--- src/rtl/rtp_hdr_pkg.sv ---
// ----------------------------------------------------------------------------
// rtp header parser package
// widths, header masks and register map shared by the parser, its checker and testbench
// ----------------------------------------------------------------------------
package rtp_hdr_pkg;

  // longest packet accepted before the length check fails
  localparam int unsigned MAX_PACKET_BYTES = 65535;
  localparam int unsigned OFFSET_W = 17;
  localparam int unsigned LEN_W    = OFFSET_W + 1;
  // worst case header length: 12 + 4*15 + 4 + 4*65535 + 255
  localparam int unsigned NEED_W   = 19;

  localparam logic [OFFSET_W-1:0] OFFSET_MAX = OFFSET_W'(MAX_PACKET_BYTES);

  // first header byte fields
  localparam logic [7:0] VERSION_MASK = 8'hC0;
  localparam logic [7:0] PADDING_MASK = 8'h20;
  localparam logic [7:0] EXT_MASK     = 8'h10;
  localparam logic [7:0] CC_MASK      = 8'h0F;
  // second header byte fields
  localparam logic [7:0] MARKER_MASK  = 8'h80;
  localparam logic [7:0] PT_MASK      = 8'h7F;

  localparam int unsigned FIXED_HDR_BYTES = 12;
  localparam int unsigned EXT_HDR_BYTES   = 4;

  // apb register map
  localparam int unsigned APB_ADDR_W = 3;
  localparam int unsigned APB_DATA_W = 32;
  localparam logic [APB_ADDR_W-1:0] REG_REQUIRED_VERSION = 3'd0;
  localparam logic [1:0] VERSION_RESET = 2'd2;

endpackage

--- src/rtl/rtp_header_parser.sv ---
// ----------------------------------------------------------------------------
// rtp header parser
// byte-stream rtp header decoder with length and version checking
// ----------------------------------------------------------------------------
// a packet's result is registered in the cycle after its final byte is taken
// throughput: one byte per cycle while no result is held, packets may follow back to back
// a result waits in the output register; input stalls only while it is held
// reset (synchronous, rst high) clears the offset, captured header fields,
// overflow flag and output valid flag, and sets required_version to 2
// ----------------------------------------------------------------------------
module rtp_header_parser (
  input  logic                                 clk,
  input  logic                                 rst,
  // configuration port
  input  logic                                 psel,
  input  logic                                 penable,
  input  logic                                 pwrite,
  input  logic [rtp_hdr_pkg::APB_ADDR_W-1:0]   paddr,
  input  logic [rtp_hdr_pkg::APB_DATA_W-1:0]   pwdata,
  output logic [rtp_hdr_pkg::APB_DATA_W-1:0]   prdata,
  output logic                                 pready,
  // byte request channel
  input  logic                                 in_valid,
  output logic                                 in_ready,
  input  logic [7:0]                           packet_byte,
  input  logic                                 last_byte,
  // result request channel
  output logic                                 out_valid,
  input  logic                                 out_ready,
  output logic                                 packet_valid,
  output logic                                 marker_bit,
  output logic [6:0]                           payload_type,
  output logic [3:0]                           csrc_count,
  output logic [15:0]                          sequence_number,
  output logic [31:0]                          time_stamp,
  output logic [31:0]                          sync_source,
  output logic                                 has_extension,
  output logic [15:0]                          extension_profile,
  output logic [15:0]                          extension_words,
  output logic [7:0]                           padding_bytes,
  output logic [15:0]                          payload_bytes
);
  import rtp_hdr_pkg::*;

  // configuration
  logic [1:0] required_version;
  logic       reg_sel;

  // packet state
  logic [OFFSET_W-1:0] byte_offset, byte_offset_next;
  logic                length_overflow, length_overflow_next;
  logic [7:0]          hdr0, hdr0_next;
  logic [7:0]          hdr1, hdr1_next;
  logic [15:0]         seq, seq_next;
  logic [31:0]         ts, ts_next;
  logic [31:0]         ssrc, ssrc_next;
  logic [31:0]         ext, ext_next;

  // per-byte decode
  logic                accept;
  logic                in_range;
  logic                in_fixed_hdr;
  logic [6:0]          ext_start;
  logic [OFFSET_W-1:0] ext_diff;
  logic                in_ext_hdr;

  // result calculation
  logic                xflag, pflag;
  logic [3:0]          cc;
  logic [LEN_W-1:0]    pkt_len;
  logic [7:0]          pad;
  logic [NEED_W-1:0]   ext_total;
  logic [NEED_W-1:0]   base_len;
  logic [NEED_W-1:0]   need;
  logic [NEED_W-1:0]   len_wide;
  logic [NEED_W-1:0]   spare;
  logic                valid_calc;
  logic [15:0]         payload_calc;

  // --------------------------------------------------------------------------
  // apb register: word-aligned decode, a write lands in the access phase
  // --------------------------------------------------------------------------
  assign pready  = 1'b1;
  assign reg_sel = (paddr[APB_ADDR_W-1:2] == REG_REQUIRED_VERSION[APB_ADDR_W-1:2]);

  always_ff @(posedge clk) begin
    if (rst) begin
      required_version <= VERSION_RESET;
    end else if (psel && penable && pwrite && pready && reg_sel) begin
      required_version <= pwdata[1:0];
    end
  end

  always_comb begin
    prdata = '0;
    if (reg_sel) begin
      prdata = {{(APB_DATA_W-2){1'b0}}, required_version};
    end
  end

  // --------------------------------------------------------------------------
  // handshake: a new byte is taken whenever the result slot is free or
  // being drained in this cycle
  // --------------------------------------------------------------------------
  assign in_ready = !out_valid || out_ready;
  assign accept   = in_valid && in_ready;

  // --------------------------------------------------------------------------
  // capture: a byte at or past the maximum offset is dropped and flags
  // the packet as too long; otherwise it lands in the field that its
  // offset selects
  // --------------------------------------------------------------------------
  assign in_range     = (byte_offset < OFFSET_MAX);
  assign in_fixed_hdr = (byte_offset < OFFSET_W'(FIXED_HDR_BYTES));

  // extension header follows the csrc list; x flag comes from byte 0,
  // which is always captured before any extension byte arrives
  // (start reaches 72 with a full csrc list)
  assign ext_start  = 7'(FIXED_HDR_BYTES) + {1'b0, hdr0[3:0], 2'b00};
  assign ext_diff   = byte_offset - OFFSET_W'(ext_start);
  assign in_ext_hdr = ((hdr0 & EXT_MASK) != '0)
                      && (byte_offset >= OFFSET_W'(ext_start))
                      && (ext_diff < OFFSET_W'(EXT_HDR_BYTES));

  always_comb begin
    hdr0_next = hdr0;
    hdr1_next = hdr1;
    seq_next  = seq;
    ts_next   = ts;
    ssrc_next = ssrc;
    ext_next  = ext;
    length_overflow_next = length_overflow || !in_range;
    if (in_range && in_fixed_hdr) begin
      case (byte_offset[3:0])
        4'd0:    hdr0_next          = packet_byte;
        4'd1:    hdr1_next          = packet_byte;
        4'd2:    seq_next[15:8]     = packet_byte;
        4'd3:    seq_next[7:0]      = packet_byte;
        4'd4:    ts_next[31:24]     = packet_byte;
        4'd5:    ts_next[23:16]     = packet_byte;
        4'd6:    ts_next[15:8]      = packet_byte;
        4'd7:    ts_next[7:0]       = packet_byte;
        4'd8:    ssrc_next[31:24]   = packet_byte;
        4'd9:    ssrc_next[23:16]   = packet_byte;
        4'd10:   ssrc_next[15:8]    = packet_byte;
        4'd11:   ssrc_next[7:0]     = packet_byte;
        default: ;
      endcase
    end else if (in_range && in_ext_hdr) begin
      case (ext_diff[1:0])
        2'd0:    ext_next[31:24] = packet_byte;
        2'd1:    ext_next[23:16] = packet_byte;
        2'd2:    ext_next[15:8]  = packet_byte;
        default: ext_next[7:0]   = packet_byte;
      endcase
    end
    // offset holds once the maximum is reached
    byte_offset_next = in_range ? byte_offset + 1'b1 : byte_offset;
  end

  // --------------------------------------------------------------------------
  // result: lengths are checked against the header as it stands after
  // this byte, so the final byte itself may complete the header
  // --------------------------------------------------------------------------
  assign cc      = hdr0_next[3:0] & CC_MASK[3:0];
  assign xflag   = (hdr0_next & EXT_MASK) != '0;
  assign pflag   = (hdr0_next & PADDING_MASK) != '0;
  assign pkt_len = LEN_W'(byte_offset) + 1'b1;
  // padding count is the final byte taken as unsigned
  assign pad     = pflag ? packet_byte : 8'd0;

  assign base_len  = NEED_W'(FIXED_HDR_BYTES) + NEED_W'({cc, 2'b00});
  assign ext_total = xflag ? NEED_W'(EXT_HDR_BYTES) + NEED_W'({ext_next[15:0], 2'b00})
                           : '0;
  assign need      = base_len + ext_total + NEED_W'(pad);
  assign len_wide  = NEED_W'(pkt_len);
  assign spare     = len_wide - need;

  assign valid_calc = !length_overflow_next
                      && (((hdr0_next & VERSION_MASK) >> 6) == 8'(required_version))
                      && (len_wide >= NEED_W'(FIXED_HDR_BYTES))
                      && (!xflag || len_wide >= base_len + NEED_W'(EXT_HDR_BYTES))
                      && (len_wide >= need);

  // saturate the payload length to 16 bits
  assign payload_calc = !valid_calc                ? 16'd0 :
                        (spare > NEED_W'(16'hFFFF)) ? 16'hFFFF : spare[15:0];

  // --------------------------------------------------------------------------
  // packet state: cleared after every final byte
  // --------------------------------------------------------------------------
  always_ff @(posedge clk) begin
    if (rst) begin
      byte_offset     <= '0;
      length_overflow <= 1'b0;
      hdr0            <= '0;
      hdr1            <= '0;
      seq             <= '0;
      ts              <= '0;
      ssrc            <= '0;
      ext             <= '0;
    end else if (accept) begin
      if (last_byte) begin
        byte_offset     <= '0;
        length_overflow <= 1'b0;
        hdr0            <= '0;
        hdr1            <= '0;
        seq             <= '0;
        ts              <= '0;
        ssrc            <= '0;
        ext             <= '0;
      end else begin
        byte_offset     <= byte_offset_next;
        length_overflow <= length_overflow_next;
        hdr0            <= hdr0_next;
        hdr1            <= hdr1_next;
        seq             <= seq_next;
        ts              <= ts_next;
        ssrc            <= ssrc_next;
        ext             <= ext_next;
      end
    end
  end

  // --------------------------------------------------------------------------
  // output register
  // --------------------------------------------------------------------------
  always_ff @(posedge clk) begin
    if (rst) begin
      out_valid <= 1'b0;
    end else if (accept && last_byte) begin
      out_valid <= 1'b1;
    end else if (out_ready) begin
      out_valid <= 1'b0;
    end
  end

  always_ff @(posedge clk) begin
    if (accept && last_byte) begin
      packet_valid      <= valid_calc;
      marker_bit        <= (hdr1_next & MARKER_MASK) != '0;
      payload_type      <= hdr1_next[6:0] & PT_MASK[6:0];
      csrc_count        <= cc;
      sequence_number   <= seq_next;
      time_stamp        <= ts_next;
      sync_source       <= ssrc_next;
      has_extension     <= xflag;
      extension_profile <= xflag ? ext_next[31:16] : 16'd0;
      extension_words   <= xflag ? ext_next[15:0] : 16'd0;
      padding_bytes     <= pad;
      payload_bytes     <= payload_calc;
    end
  end

endmodule

--- config.mk ---
export PLATFORM = sky130hd
export DESIGN_NAME = rtp_header_parser
export DESIGN_NICKNAME = d
export VERILOG_FILES = /design/src/rtl/rtp_hdr_pkg.sv /design/src/rtl/rtp_header_parser.sv
export SDC_FILE = /design/constraint.sdc
export NUM_CORES = 1
export LEC_CHECK = 0
export ABC_AREA = 1
export BUFFER_PORTS_ARGS = -buffer_cell sky130_fd_sc_hd__buf_2
export CORE_MARGIN = 4
export CORE_UTILIZATION = 58
export CTS_CLUSTER_SIZE = 8
export DETAILED_ROUTE_END_ITERATION = 10
export PLACE_DENSITY_LB_ADDON = 0.05
export SKIP_LAST_GASP = 1
export SLEW_MARGIN = 20
export SYNTH_ARGS = -nofsm -noshare
export SYNTH_HDL_FRONTEND = slang
export SYNTH_SLANG_ARGS = --single-unit
--- constraint.sdc ---
create_clock -name clk -period 12.5 [get_ports clk]
set_input_delay 2.5 -clock clk [delete_from_list [all_inputs] [get_ports clk]]
set_output_delay 2.5 -clock clk [all_outputs]
set_load 0.01 [all_outputs]
---- After elaboration in Yosys (flattened, before gate mapping) ----
Cells that the tools add are included.
word-level totals
  register bits ........................... 299
  bits of input ports ..................... 51
cells by class
  mux-type cells .......................... 38
  $lt $le $gt $ge ......................... 8
  bitwise logic cells ..................... 1
  reduce and logical (&&, ||, !) cells .... 26
  eq/ne operators ......................... 14
  $add $sub $neg .......................... 10
operator list
  cell                                                                count
  two-way mux 32 bit                                                  7
  two-way mux 8 bit                                                   21
  two-way mux 16 bit                                                  3
  two-way mux 17 bit                                                  2
  adder 19 x 8 -> 19 bit                                              1
  adder 3 x 18 -> 19 bit, first input constant                        1
  adder 7 x 19 -> 19 bit                                              1
  greater-or-equal comparator 18 x 19 -> 1 bit                        1
  > comparator 19 x 16 -> 1 bit, second input constant                1
  two-way mux 19 bit                                                  1
  subtractor 18 x 19 -> 19 bit                                        1
  adder 17 x 1 -> 18 bit, second input constant                       1
  greater-or-equal comparator 18 x 4 -> 1 bit, second input constant  1
  greater-or-equal comparator 18 x 8 -> 1 bit                         1
  adder 17 x 1 -> 17 bit, second input constant                       1
  greater-or-equal comparator 17 x 7 -> 1 bit                         1
  less-than comparator 17 x 16 -> 1 bit, second input constant        1
  less-than comparator 17 x 3 -> 1 bit, second input constant         1
  less-than comparator 17 x 4 -> 1 bit, second input constant         1
  subtractor 17 x 7 -> 17 bit                                         1
  == test 4 x 3 -> 1 bit, second input constant                       4
  == test 4 bit, second input constant                                4
  adder 4 x 6 -> 7 bit, first input constant                          2
  logical AND 1 bit                                                   13
  16 further kinds                                                    25

---- Longest topological paths before layout ----
Gate-level depths: netlist of the first run.
  depth in word-level cells ............... 14
  gate-level depth with buffers ........... 49

---- Least setup slack after synthesis of the first run ----
No wires, ideal clock.
  kind .................................... input to register
  start point ............................. input port out_ready
  end point ............................... register byte_offset[10]
  path slack .............................. 2085 ps
  buffers on the path ..................... 1
  stages .................................. 8
  arrival time ............................ 10279 ps
  required time ........................... 12364 ps
  path through ............................ inv_1 > nand2_1 > nand2_1 > nor2_1 > inv_1 > nand2_1 > clkbuf_1 > o32ai_1
on the way
  word-level cells in the longest chain between the ends .. 3
ends and longest elaborated chain
  item                                  line                      text
  start: declaration                    rtp_header_parser.sv:29   input logic out_ready,
  logical OR 1 bit                      rtp_header_parser.sv:105  assign in_ready = !out_valid || out_ready;
  named net in_ready                    rtp_header_parser.sv:24   output logic in_ready,
  logical AND 1 bit                     rtp_header_parser.sv:106  assign accept = in_valid && in_ready;
  AND reduction 2 bit (no source line)  n/a
  end signal: assignment                rtp_header_parser.sv:213  byte_offset <= byte_offset_next;
  end: declaration                      rtp_header_parser.sv:50   logic [OFFSET_W-1:0] byte_offset, byte_offset_next;
The timed path passes the listed nets, and every way through them passes these cells.
A chain may end at the register's enable or synchronous reset.

---- Worst setup path after layout of the first run ----
  start point ............................. input port packet_byte[1]
  end point ............................... register payload_bytes[2], data pin
on the way
  word-level cells in the longest chain between the ends .. 10
  elaborated cells between the ends (all ways) .. 21
  those cells by class .................... 6 x add/sub; 3 x order compare; 9 x mux; 3 x reduce/logical
ends and longest elaborated chain
  item                           line                      text
  start: declaration             rtp_header_parser.sv:25   input logic [7:0] packet_byte,
  two-way mux 8 bit (*)          rtp_header_parser.sv:150  case (ext_diff[1:0])
  two-way mux 32 bit (*)         rtp_header_parser.sv:149  end else if (in_range && in_ext_hdr) begin
  two-way mux 32 bit (*)         rtp_header_parser.sv:133  if (in_range && in_fixed_hdr) begin
  named net ext_next[1]          rtp_header_parser.sv:57   logic [31:0] ext, ext_next;
  adder 3 x 18 -> 19 bit (*)     rtp_header_parser.sv:173  assign ext_total = xflag ? NEED_W'(EXT_HDR_BYTES) + NEED_W'({ext_next[15:0], 2'b00})
  two-way mux 19 bit (*)         rtp_header_parser.sv:173
  adder 7 x 19 -> 19 bit (*)     rtp_header_parser.sv:175  assign need = base_len + ext_total + NEED_W'(pad);
  adder 19 x 8 -> 19 bit (*)     rtp_header_parser.sv:175
  subtractor 18 x 19 -> 19 bit   rtp_header_parser.sv:177  assign spare = len_wide - need;
  > comparator 19 x 16 -> 1 bit  rtp_header_parser.sv:187  (spare > NEED_W'(16'hFFFF)) ? 16'hFFFF : spare[15:0];
  two-way mux 16 bit             rtp_header_parser.sv:187
  end signal: assignment         rtp_header_parser.sv:251  payload_bytes <= payload_calc;
  end: declaration               rtp_header_parser.sv:41   output logic [15:0] payload_bytes
Mark *: on every way through the listed nets, which the timed path passes. The rest lies on a longest branch.

==> metrics.md, run 1 <==
| Metric | Value |
|---|---|
| Status | `finished, final reports clean` |
| Final total negative setup slack | `0 ps` |
| Clock slew at reported path FFs | `50 ps` |
| P_int | `1.78 mW` |
| Effective utilization at floorplan | `0.593` |
| Per-cell via count in the routed design | `approximately 5.3` |
| Total grt overflow | `0` |
| PD cells | `about 130 nW/um^2` |
| Critical path data arrival time | `8860 ps` |
| Most frequent CP cell | `sky130_fd_sc_hd__o21ai_0` |
| Max cap viols | `0` |
| Post-synthesis compound-gate area fraction | `0.122` |
| Worst hold path depth | `2` |
| Placeable Area | `26300 sq um` |
| Die Outline Area | `29500 sq um` |
| Overall die width | `172 microns` |
| Clock net sink count | `299` |
| Total GRT Usage | `0.276` |
| Top cell types by occurrence after synthesis | `sky130_fd_sc_hd__nand2_1 (475), sky130_fd_sc_hd__inv_1 (250), sky130_fd_sc_hd__a21oi_1 (176)` |
| Initial antenna violation count | `0` |
| Antenna fix cells | `0` |
| Cell family with the largest share of critical-path delay | `compound AO/OA/AOI/OAI gates` |
| Post-synth top area cell | `sky130_fd_sc_hd__edfxtp_1` |
| CTS resizes | `0` |
| Crit. End Element | `register` |
| Delay contributed by the slowest stage of the critical path | `540 ps` |
| Post-synthesis adder-cell area fraction | `0.0464` |
| Static leakage power | `8.24 nW` |
| Synthesized netlist cell count | `1901` |
| Multiplexer area fraction after synthesis | `0.0103` |
| Worst-case headroom to the max-slew limit | `0.327` |
| Top-level port count | `236` |
| Number of nets at the end of the flow | `between 2000 and 2500` |
| Final Instance Count excl. Fillers | `2421` |
| Max clock buf depth | `3` |
| Pin count of the biggest net entering global routing | `90` |
| Quantity of I/O buffers inserted on ports | `between 150 and 200` |
| Proportion of synthesized flip-flops having asynchronous set or reset | `0` |
| Transition time at the pin with the least slew margin | `1010 ps` |
| Slowest-stage cell, CP | `sky130_fd_sc_hd__fa_1` |
| Area share of and/or/nand/nor cells after synthesis | `0.217` |
| Insertion delay to the later sink of the worst-skew pair | `550 ps` |
| Critical path data required time | `approximately 13000 ps` |
| Number of cells traversed by the worst register-to-register path | `between 40 and 50` |
| CTS tree | `built` |
| HP Class | `register to register` |
| Worst-path maximum fanout | `16` |
| Number of fill cells in the layout | `around 2200` |
| DR vias | `between 10000 and 15000` |
| Final cycle utilization of the critical path | `0.686` |
| Largest cells by area after synthesis | `sky130_fd_sc_hd__edfxtp_1 (29%), sky130_fd_sc_hd__dfxtp_1 (19%), sky130_fd_sc_hd__nand2_1 (11%), sky130_fd_sc_hd__inv_1 (6.0%), sky130_fd_sc_hd__a21oi_1 (5.7%)` |
| Area overhead of the layout relative to synthesis | `14.5%` |
| Top cell type's share of synthesized area | `0.289` |
| Die Y-Extent | `between 150 and 200 microns` |
| Peak VDD IR | `0.000115 V` |
| Fin. max-slew vios | `0` |
| Placer's final routability congestion estimate | `around 0.95` |
| Number of buffers inserted during clock tree synthesis | `43` |
| FP Rows | `59` |
| Share of power burned in combinational logic | `0.103` |
| RSZ-0062 raised after global routing | `false` |
| Most common cell in the netlist | `sky130_fd_sc_hd__nand2_1` |
| Most instantiated flip-flop cell in the synthesis netlist | `sky130_fd_sc_hd__edfxtp_1` |
| Global-route wire length before repair | `65200 microns` |
| Share of total power in sequential cells | `0.442` |
| DRC viols | `0` |
| Sort of element at the start of the critical path | `input pin` |
| Final Routed Wirelength | `a little over 40000 microns` |
| HPWL after detailed placement | `27800 microns` |
| Min Clock Period, post-route | `8570 ps` |
| Buffer count from post-CTS setup fixing | `0` |
| Drt initial violations | `1277` |
| Relative contribution of the clock network to total power | `0.455` |
| Length of the first detailed-routing pass in iterations | `5` |
| Fraction of power spent switching nets | `0.257` |
| Critical Path Stages | `31` |
| Clock root buffer master | `sky130_fd_sc_hd__clkbuf_16` |
| GR Layer Usage met2 | `0.455` |
| Post-synth EDFFs | `150` |
| Number of synthesis warnings | `0` |
| Via count of the first global-routing pass | `12326` |
| H-tree depth reported by CTS | `2` |
| Grt peak-use layer | `met2` |
| Max Freq | `117 MHz` |
| Worst clock skew on the final layout | `16.0 ps` |
| Post-synthesis instance area | `approximately 16000 sq um` |
| Total net switching power | `about 0.6 mW` |
| Number of buffers inserted for hold repair after clock tree synthesis | `0` |
| Part of the Yosys area used for sequential elements | `0.481` |
| Met3 track utilization from global routing | `0.0622` |
| Register area | `7490 sq um` |
| Number of placed instances with taps included | `2342` |
| Xor-xnor portion of the synthesized cell area | `0.0236` |
| GR Util met1 | `0.366` |
| Synth Area per Inst | `8.20 sq um` |
| Type of the setup path with the least slack | `input pin to register` |
| Flip-flop and latch count after synthesis | `299` |
| Number of setup violations in the final report | `0` |
| Final Hold Fails | `0` |
| Antenna Nets Post-Route | `0` |
| Largest family of logic cells by synthesized area | `simple AND/OR/NAND/NOR gates` |
| Multi-input logic area | `6680 sq um` |
| CP Buf/Inv Count | `7` |
| Routed length per placed instance | `16.9 microns` |
| Fraction of final layout cells with drive strength greater than 1 | `0.149` |
| Count of distinct cell types in the synthesized netlist | `56` |
power by group through the flow:
| stage | Sequential (mW) | Clock, mW | Combinational, mW |
|---|---|---|---|
| after floorplan | 1.09 | 0 | 0.160 |
| after global placement | 1.08 | 0 | 0.242 |
| after detailed placement | 1.08 | 0 | 0.243 |
| after CTS | 1.06 | 1.10 | 0.245 |
| after global routing | 1.06 | 1.15 | 0.273 |
| final | 1.06 | 1.09 | 0.246 |
layer usage:
layer  vias to the layer above  wire, microns  part of all wire
met5                         -              0                 0
met4                         0           1140             0.028
met3                        73           2930             0.071
met2                       362          19500              0.48
met1                      6022          17400              0.42
li1                       6443              -                 -
cells in the final DEF (no fill, tap or decap), drive strengths merged:
| cell | count |
|---|---|
| inv | 263 |
| o311ai | 16 |
| buf | 186 |
| clkbuf | 75 |
| nor3 | 15 |
| a21o | 1 |
| fa | 8 |
| o311a | 1 |
| dfxtp | 149 |
| edfxtp | 150 |
| o211ai | 2 |
| o32ai | 10 |
| or3b | 1 |
| o41ai | 1 |
| a221oi | 1 |
| nand3 | 54 |
| clkinv | 7 |
| o22ai | 2 |
| or2 | 3 |
| ha | 45 |
| a2bb2oi | 16 |
| nor2 | 172 |
| o21ai | 103 |
| o31ai | 1 |
| nand2 | 493 |
| a21oi | 177 |
| o21bai | 3 |
| nor4 | 4 |
| xor2 | 28 |
| nand3b | 1 |
| nand4 | 27 |
| conb | 32 |
| and3 | 3 |
| xnor2 | 14 |
| and2 | 4 |
| mux2i | 16 |
| or3 | 1 |
| a21boi | 1 |
worst min-delay path, delay by kind of cell, from the launching register on:
| kind | cells | cell delay (ps) |
|---|---|---|
| flops | 1 | 300 |
| simple gates | 1 | 50 |
| compound gates | 1 | 50 |
cells by family after synthesis:
kind of cell	Yosys count
AND/OR/NAND/NOR	778
buffers and inverters	376
AO/OA/AOI/OAI	335
flip-flops	299
adder cells (fa/ha/maj)	53
XOR/XNOR	42
multiplexers	16
other	2
per-stage QoR:
step	util	setup slack [ps]	power (mW)	hold slack, ps	instance area, sq um
detailed placement	0.630	3160	1.32	452	16600
global placement	0.630	3270	1.32	448	16600
global route	0.679	3030	2.48	480	17800
floorplan	-	2080	1.25	442	15700
finish	0.679	3930	2.39	458	17800
CTS	0.679	3660	2.41	460	17800
flip-flops by register name (all words and copies together), names as in the netlist, 17 cells and up:
name and count:
byte_offset 17, ext 32, ts 32, sync_source 32, time_stamp 32, ssrc 32
worst paths after layout:
check,end,startpoint,slack (ps)
max reg2reg,payload_bytes[2]$_SDFFCE_PN0P_,hdr0[0]$_SDFFE_PP0P_,4070
max,payload_bytes[2]$_SDFFCE_PN0P_,packet_byte[1],3930
min reg2reg,ssrc[16]$_SDFFE_PP0P_,ssrc[16]$_SDFFE_PP0P_,460
min,ssrc[16]$_SDFFE_PP0P_,ssrc[16]$_SDFFE_PP0P_,460
area by class of cell:
type / instances / share of cell area
tap: 335 / 0.0235
sequential: 299 / 0.420
multi-input combinational: 1256 / 0.375
clock inverter: 4 / 0.00421
clock buffer: 75 / 0.0676
inverter: 266 / 0.0560
timing repair buffer: 186 / 0.0543
Note: power is estimated with default switching activity, not from simulation.
==> run 2, diff against run 1 <==
clock period = 8.2 ns   (was 12.5 ns; I/O delays follow)
==> run 2 against run 1 <==
First-iteration DRC count shrank 18%. Sequential share of layout area fell by 0.36 points. Utilization increased by 0.58 points. Total power grew 51%. Clock power grew 49%. Sequential cell count is the same. Die area is the same. Global-route usage about the same. Clock-buffer cell count did not move. Non-clock buffer count increased by 17. Critical endpoint is now payload_bytes[6]$_SDFFCE_PN0P_.
==> metrics.md, run 2 (same netlist as run 1, synthesis figures left out) <==
| Metric | Value |
|---|---|
| HPWL after detailed placement | `about 28000 microns` |
| DRC viols | `0` |
| Number of cells traversed by the worst register-to-register path | `43` |
| H-tree depth reported by CTS | `2` |
| FP Rows | `59` |
| CTS tree | `built` |
| Antenna fix cells | `0` |
| Routed length on met1 | `17300 microns` |
| CP Buf/Inv Count | `8` |
| Total grt overflow | `0` |
| Via count of the first global-routing pass | `12241` |
| Hold Crit Endpoint | `ssrc[28]$_SDFFE_PP0P_` |
| Critical path data arrival time | `7860 ps` |
| Beginning of the worst register-to-register path | `hdr0[0]$_SDFFE_PP0P_` |
| Per-cell via count in the routed design | `5.36` |
| Routed length per placed instance | `16.9 microns` |
| Number of buffers inserted during clock tree synthesis | `43` |
| Placeable Area | `26300 sq um` |
| Detail Route met2 WL | `19800 microns` |
| Overall die width | `around 170 microns` |
| Leading cell types in the layout, fill and taps excluded | `sky130_fd_sc_hd__nand2_1 (474), sky130_fd_sc_hd__inv_1 (250), sky130_fd_sc_hd__a21oi_1 (175)` |
| Top-level port count | `236` |
| Worst hold path depth | `2` |
| Sort of element at the start of the critical path | `register` |
| Die Outline Area | `29500 sq um` |
| Clock root buffer master | `sky130_fd_sc_hd__clkbuf_16` |
| Launch point of the critical path | `hdr0[0]$_SDFFE_PP0P_` |
| Most common cell after layout, fill and taps aside | `sky130_fd_sc_hd__nand2_1` |
| Effective utilization at floorplan | `0.593` |
| Static leakage power | `roughly 8.3 nW` |
| Placed cell area | `16700 sq um` |
| Worst clock skew on the final layout | `~32 ps` |
| Max clock buf depth | `3` |
| Clock net sink count | `299` |
| Most frequent CP cell | `sky130_fd_sc_hd__ha_1` |
| Length of the first detailed-routing pass in iterations | `5` |
| Number of setup violations in the final report | `0` |
| Transition time at the pin with the least slew margin | `1100 ps` |
| Final Hold Fails | `0` |
| Crit. End Element | `register` |
| Clock slew at reported path FFs | `50 ps` |
| Number of nets at the end of the flow | `2173` |
| Insertion delay to the later sink of the worst-skew pair | `about 550 ps` |
| Final cycle utilization of the critical path | `0.924` |
| Slowest-stage cell, CP | `sky130_fd_sc_hd__fa_1` |
| Number of placed instances with taps included | `2356` |
| Quantity of I/O buffers inserted on ports | `172` |
| Fraction of final layout cells with drive strength greater than 1 | `0.159` |
| Antenna Nets Post-Route | `0` |
| Final Instance Count excl. Fillers | `2437` |
| Critical path data required time | `8490 ps` |
| Cell family with the largest share of critical-path delay | `adder cells` |
| Met3 wire length | `a little over 3000 microns` |
| Die Y-Extent | `172 microns` |
| Total GRT Usage | `0.276` |
| Top metal layer carrying routed signals | `met4` |
| Status | `finished, final reports clean` |
| Register-to-register path setup slack | `630 ps` |
| Worst-path maximum fanout | `16` |
| HP Class | `register to register` |
| Peak VDD IR | `0.000196 V` |
| Min Clock Period, post-route | `about 7600 ps` |
| Worst-case headroom to the max-slew limit | `0.264` |
| Area overhead of the layout relative to synthesis | `15.5%` |
| Initial antenna violation count | `0` |
| Final Routed Wirelength | `41300 microns` |
| Number of fill cells in the layout | `2248` |
| Drt initial violations | `1044` |
| FF-to-FF End | `payload_bytes[6]$_SDFFCE_PN0P_` |
| Placer's final routability congestion estimate | `a little over 0.9` |
| Fin. max-slew vios | `0` |
| Max Freq | `132 MHz` |
| Type of the setup path with the least slack | `register to register` |
| Max cap viols | `0` |
| Pin count of the biggest net entering global routing | `between 150 and 200` |
| Delay contributed by the slowest stage of the critical path | `520 ps` |
| Hold_sp | `ssrc[28]$_SDFFE_PP0P_` |
| Global-route wire length before repair | `65000 microns` |
| DR vias | `13064` |
| PD cells | `201 nW/um^2` |
| Final cell area excluding filler cells | `18000 sq um` |
| Final Util | `0.685` |
==> run 2: cell type report <==
class | instances | area (sq um) | share of cell area
Clock buffer | 75 | 1200 | 0.0665
Clock inverter | 3 | 36.3 | 0.00202
Inverter | 266 | 998 | 0.0555
Multi-Input combinational cell | 1256 | 6750 | 0.375
Sequential cell | 299 | 7490 | 0.416
Tap cell | 335 | 419 | 0.0233
Timing Repair Buffer | 203 | 1110 | 0.0616
==> run 2: worst max-delay path by stage <==
stage                                      end  slack [ps]  cells past startpoint
3_5_place_dp    payload_bytes[3]$_SDFFCE_PN0P_         280                     44
5_1_grt         payload_bytes[7]$_SDFFCE_PN0P_         -20                     47
4_1_cts         payload_bytes[3]$_SDFFCE_PN0P_         270                     44
6_report        payload_bytes[6]$_SDFFCE_PN0P_         630                     43
2_1_floorplan  payload_bytes[10]$_SDFFCE_PN0P_        1110                     43
3_3_place_gp    payload_bytes[4]$_SDFFCE_PN0P_         390                     45
==> run 2: power by group <==
group / total, mW / switching [mW] / internal [mW]
registers: 1.61 / 0.0116 / 1.60
clock network: 1.62 / 0.638 / 0.983
logic: 0.382 / 0.268 / 0.114
total: 3.62 / 0.918 / 2.70
==> run 2: tightest hold or removal path: stages, from the launching register on <==
cell	delay (ps)
sky130_fd_sc_hd__dfxtp_1	300
sky130_fd_sc_hd__nand2_1	60
sky130_fd_sc_hd__a21oi_1	50
==> run 2: timing repair <==
item | 4_1_cts | 5_1_grt
hold endpoints to repair | 0 | 0
resized for setup | 0 | 21
endpoints found under the setup margin | 0 | 17
hold buffers | 0 | 0
setup buffers | 0 | 3
==> run 2: through the flow <==
step                power, mW  TNS (ps)  hold WS, ps  setup WS (ps)
finish                   3.62         0          458            627
global route             3.76     -32.2          474          -17.3
CTS                      3.64         0          460            269
detailed placement       2.02         0          452            282
global placement         2.01         0          448            388
floorplan                1.90         0          442           1110
==> run 2: layer usage <==
metal,up-vias,global-route usage
li1,6474,-
met1,6107,0.370
met2,418,0.458
met3,65,0.0544
met4,0,0.0810
met5,-,0
==> run 3, diff against run 2 <==
CELL_PAD_IN_SITES_DETAIL_PLACEMENT = 1   (was default)
CELL_PAD_IN_SITES_GLOBAL_PLACEMENT = 2   (was default)
CORE_UTILIZATION = 34   (was 58)
==> run 3 against run 2 <==
Register-to-register slack improved by 120 ps. Wire length is 23% higher. Die area grew 67%. Final cell count is 12% higher. Critical endpoint is now payload_bytes[4]$_SDFFCE_PN0P_. Sequential share of layout area is 1.5 points lower. Combinational power up 7.1%. Final area up 3.9%. Maximum frequency increased by 1.6%. Critical path depth rose by 3. Via count grew 0.54%. Total power rose by 3.7%.
==> metrics.md, run 3 (same netlist as run 1, synthesis figures left out) <==
| Metric | Value |
|---|---|
| FF-to-FF End | `payload_bytes[4]$_SDFFCE_PN0P_` |
| Most common cell after layout, fill and taps aside | `sky130_fd_sc_hd__nand2_1` |
| Initial antenna violation count | `0` |
| Status | `finished, final reports clean` |
| Total GRT Usage | `0.200` |
| Met3 track utilization from global routing | `0.0396` |
| PD cells | `201 nW/um^2` |
| Relative contribution of the clock network to total power | `0.461` |
| Antenna fix cells | `0` |
| Worst-case headroom to the max-slew limit | `0.345` |
| Critical path data required time | `8490 ps` |
| HP Class | `register to register` |
| Fin. max-slew vios | `0` |
| Final total negative setup slack | `0 ps` |
| Final cycle utilization of the critical path | `0.909` |
| Share of power burned in combinational logic | `0.109` |
| Effective utilization at floorplan | `0.343` |
| Die Outline Area | `49300 sq um` |
| Top-level port count | `236` |
| Final Routed Wirelength | `50800 microns` |
| Clock slew at reported path FFs | `about 50 ps` |
| Beginning of the worst register-to-register path | `hdr0[0]$_SDFFE_PP0P_` |
| Fraction of power spent switching nets | `0.260` |
| Crit. End Element | `register` |
| FP Rows | `78` |
| Number of buffers inserted during clock tree synthesis | `44` |
| Routed length per placed instance | `between 15 and 20 microns` |
| Static leakage power | `between 8 and 9 nW` |
| Number of fill cells in the layout | `around 5400` |
| Total grt overflow | `0` |
| Leading cell types in the layout, fill and taps excluded | `sky130_fd_sc_hd__nand2_1 (472), sky130_fd_sc_hd__inv_1 (250), sky130_fd_sc_hd__a21oi_1 (176)` |
| Cell family with the largest share of critical-path delay | `simple AND/OR/NAND/NOR gates` |
| Worst clock skew on the final layout | `~24 ps` |
| Max cap viols | `0` |
| Final Util | `0.412` |
| Drt initial violations | `slightly below 500` |
| Transition time at the pin with the least slew margin | `977 ps` |
| Length of the first detailed-routing pass in iterations | `5` |
| Total net switching power | `0.976 mW` |
| Placer's final routability congestion estimate | `0.841` |
| Critical Path Stages | `46` |
| Sort of element at the start of the critical path | `register` |
| Global-route wire length before repair | `78200 microns` |
| Per-cell via count in the routed design | `4.80` |
| RSZ-0062 raised after global routing | `false` |
| Type of the setup path with the least slack | `register to register` |
| Share of total power in sequential cells | `0.430` |
| Via count of the first global-routing pass | `13574` |
| Pin count of the biggest net entering global routing | `roughly 150` |
| Last element of the critical path | `payload_bytes[4]$_SDFFCE_PN0P_` |
| Min Clock Period, post-route | `7450 ps` |
| Insertion delay to the later sink of the worst-skew pair | `~570 ps` |
| GR Util met1 | `0.251` |
| Area overhead of the layout relative to synthesis | `19.9%` |
| Launch point of the critical path | `hdr0[0]$_SDFFE_PP0P_` |
| CTS tree | `built` |
| Worst-path maximum fanout | `17` |
| H-tree depth reported by CTS | `2` |
| Hold_sp | `ts[26]$_SDFFE_PP0P_` |
| Register-to-register path setup slack | `750 ps` |
| Slowest-stage cell, CP | `sky130_fd_sc_hd__fa_1` |
| Die Y-Extent | `~220 microns` |
| Final Hold Fails | `0` |
| HPWL after detailed placement | `35800 microns` |
| Number of setup violations in the final report | `0` |
| Number of cells traversed by the worst register-to-register path | `46` |
| Overall die width | `222 microns` |
| Grt peak-use layer | `met2` |
| Peak VDD IR | `0.000122 V` |
| Clock root buffer master | `sky130_fd_sc_hd__clkbuf_16` |
| Fraction of final layout cells with drive strength greater than 1 | `0.175` |
| DRC viols | `0` |
| Max Freq | `134 MHz` |
| Max clock buf depth | `3` |
| Antenna Nets Post-Route | `0` |
| Most frequent CP cell | `sky130_fd_sc_hd__nand2_1` |
| P_int | `roughly 2.8 mW` |
| Clock net sink count | `around 300` |
| Number of nets at the end of the flow | `approximately 2200` |
| GR Layer Usage met2 | `0.352` |
| CP Buf/Inv Count | `9` |
| DR vias | `13135` |
| Placeable Area | `45400 sq um` |
| Quantity of I/O buffers inserted on ports | `172` |
| Delay contributed by the slowest stage of the critical path | `about 490 ps` |
| Critical path data arrival time | `7740 ps` |
-- run 3: cell types whose count changed in the layout (fill, tap and decap cells not counted), sizes merged --
cell | previous run | this run
clkinvlp | 1 | 0
bufinv | 0 | 1
clkinv | 5 | 8
inv | 263 | 261
buf | 203 | 234
-- run 3: power groups by stage --
stage	logic [mW]	clock network [mW]	registers (mW)
2_1_floorplan	0.243	0	1.66
3_3_place_gp	0.407	0	1.64
3_5_place_dp	0.409	0	1.64
4_1_cts	0.412	1.79	1.61
5_1_grt	0.458	1.85	1.61
6_report	0.409	1.73	1.61
-- run 3: metrics by stage --
stage | area (sq um) | hold WS [ps] | worst slack, ps | std cells | power, mW
floorplan | 15700 | 442 | 1110 | 1931 | 1.90
global placement | 17300 | 448 | 311 | 2652 | 2.05
detailed placement | 17300 | 453 | 173 | 2652 | 2.05
CTS | 18600 | 461 | 138 | 2731 | 3.81
global route | 18700 | 480 | 11.6 | 2734 | 3.92
finish | 18700 | 459 | 749 | 2734 | 3.75
-- run 3: cell type report --
class                   count  area [sq um]  share of cell area
flip-flops and latches    299          7490               0.401
multi-input cells        1256          6770               0.363
repair buffers            234          1370              0.0731
clock buffers              75          1230              0.0657
inverters                 266           998              0.0534
well taps                 600           751              0.0402
clock inverters             4          81.3             0.00435
-- run 3: how the worst min path moves through the flow --
stage                            end  cells past startpoint
5_1_grt         ssrc[4]$_SDFFE_PP0P_                      2
2_1_floorplan   ssrc[0]$_SDFFE_PP0P_                      2
3_5_place_dp   ssrc[25]$_SDFFE_PP0P_                      2
3_3_place_gp   ssrc[24]$_SDFFE_PP0P_                      2
4_1_cts        ssrc[25]$_SDFFE_PP0P_                      2
6_report         ts[26]$_SDFFE_PP0P_                      2
-- run 3: what timing repair did --
| item | 4_1_cts | 5_1_grt |
|---|---|---|
| buffers inserted | 0 | 3 |
| resized for setup | 0 | 21 |
| hold buffers | 0 | 0 |
| endpoints found under the setup margin | 0 | 17 |
-- run 3: tightest hold or removal path: cells and delay by family (launching register included) --
kind	cells	cell delay, ps
simple gates	1	60
flops	1	300
compound gates	1	50
-- run 3: per-layer routing --
metal / share of wire / vias up
met5: 0 / -
li1: - / 6529
met3: 0.044 / 61
met2: 0.50 / 195
met4: 0.022 / 0
met1: 0.44 / 6350
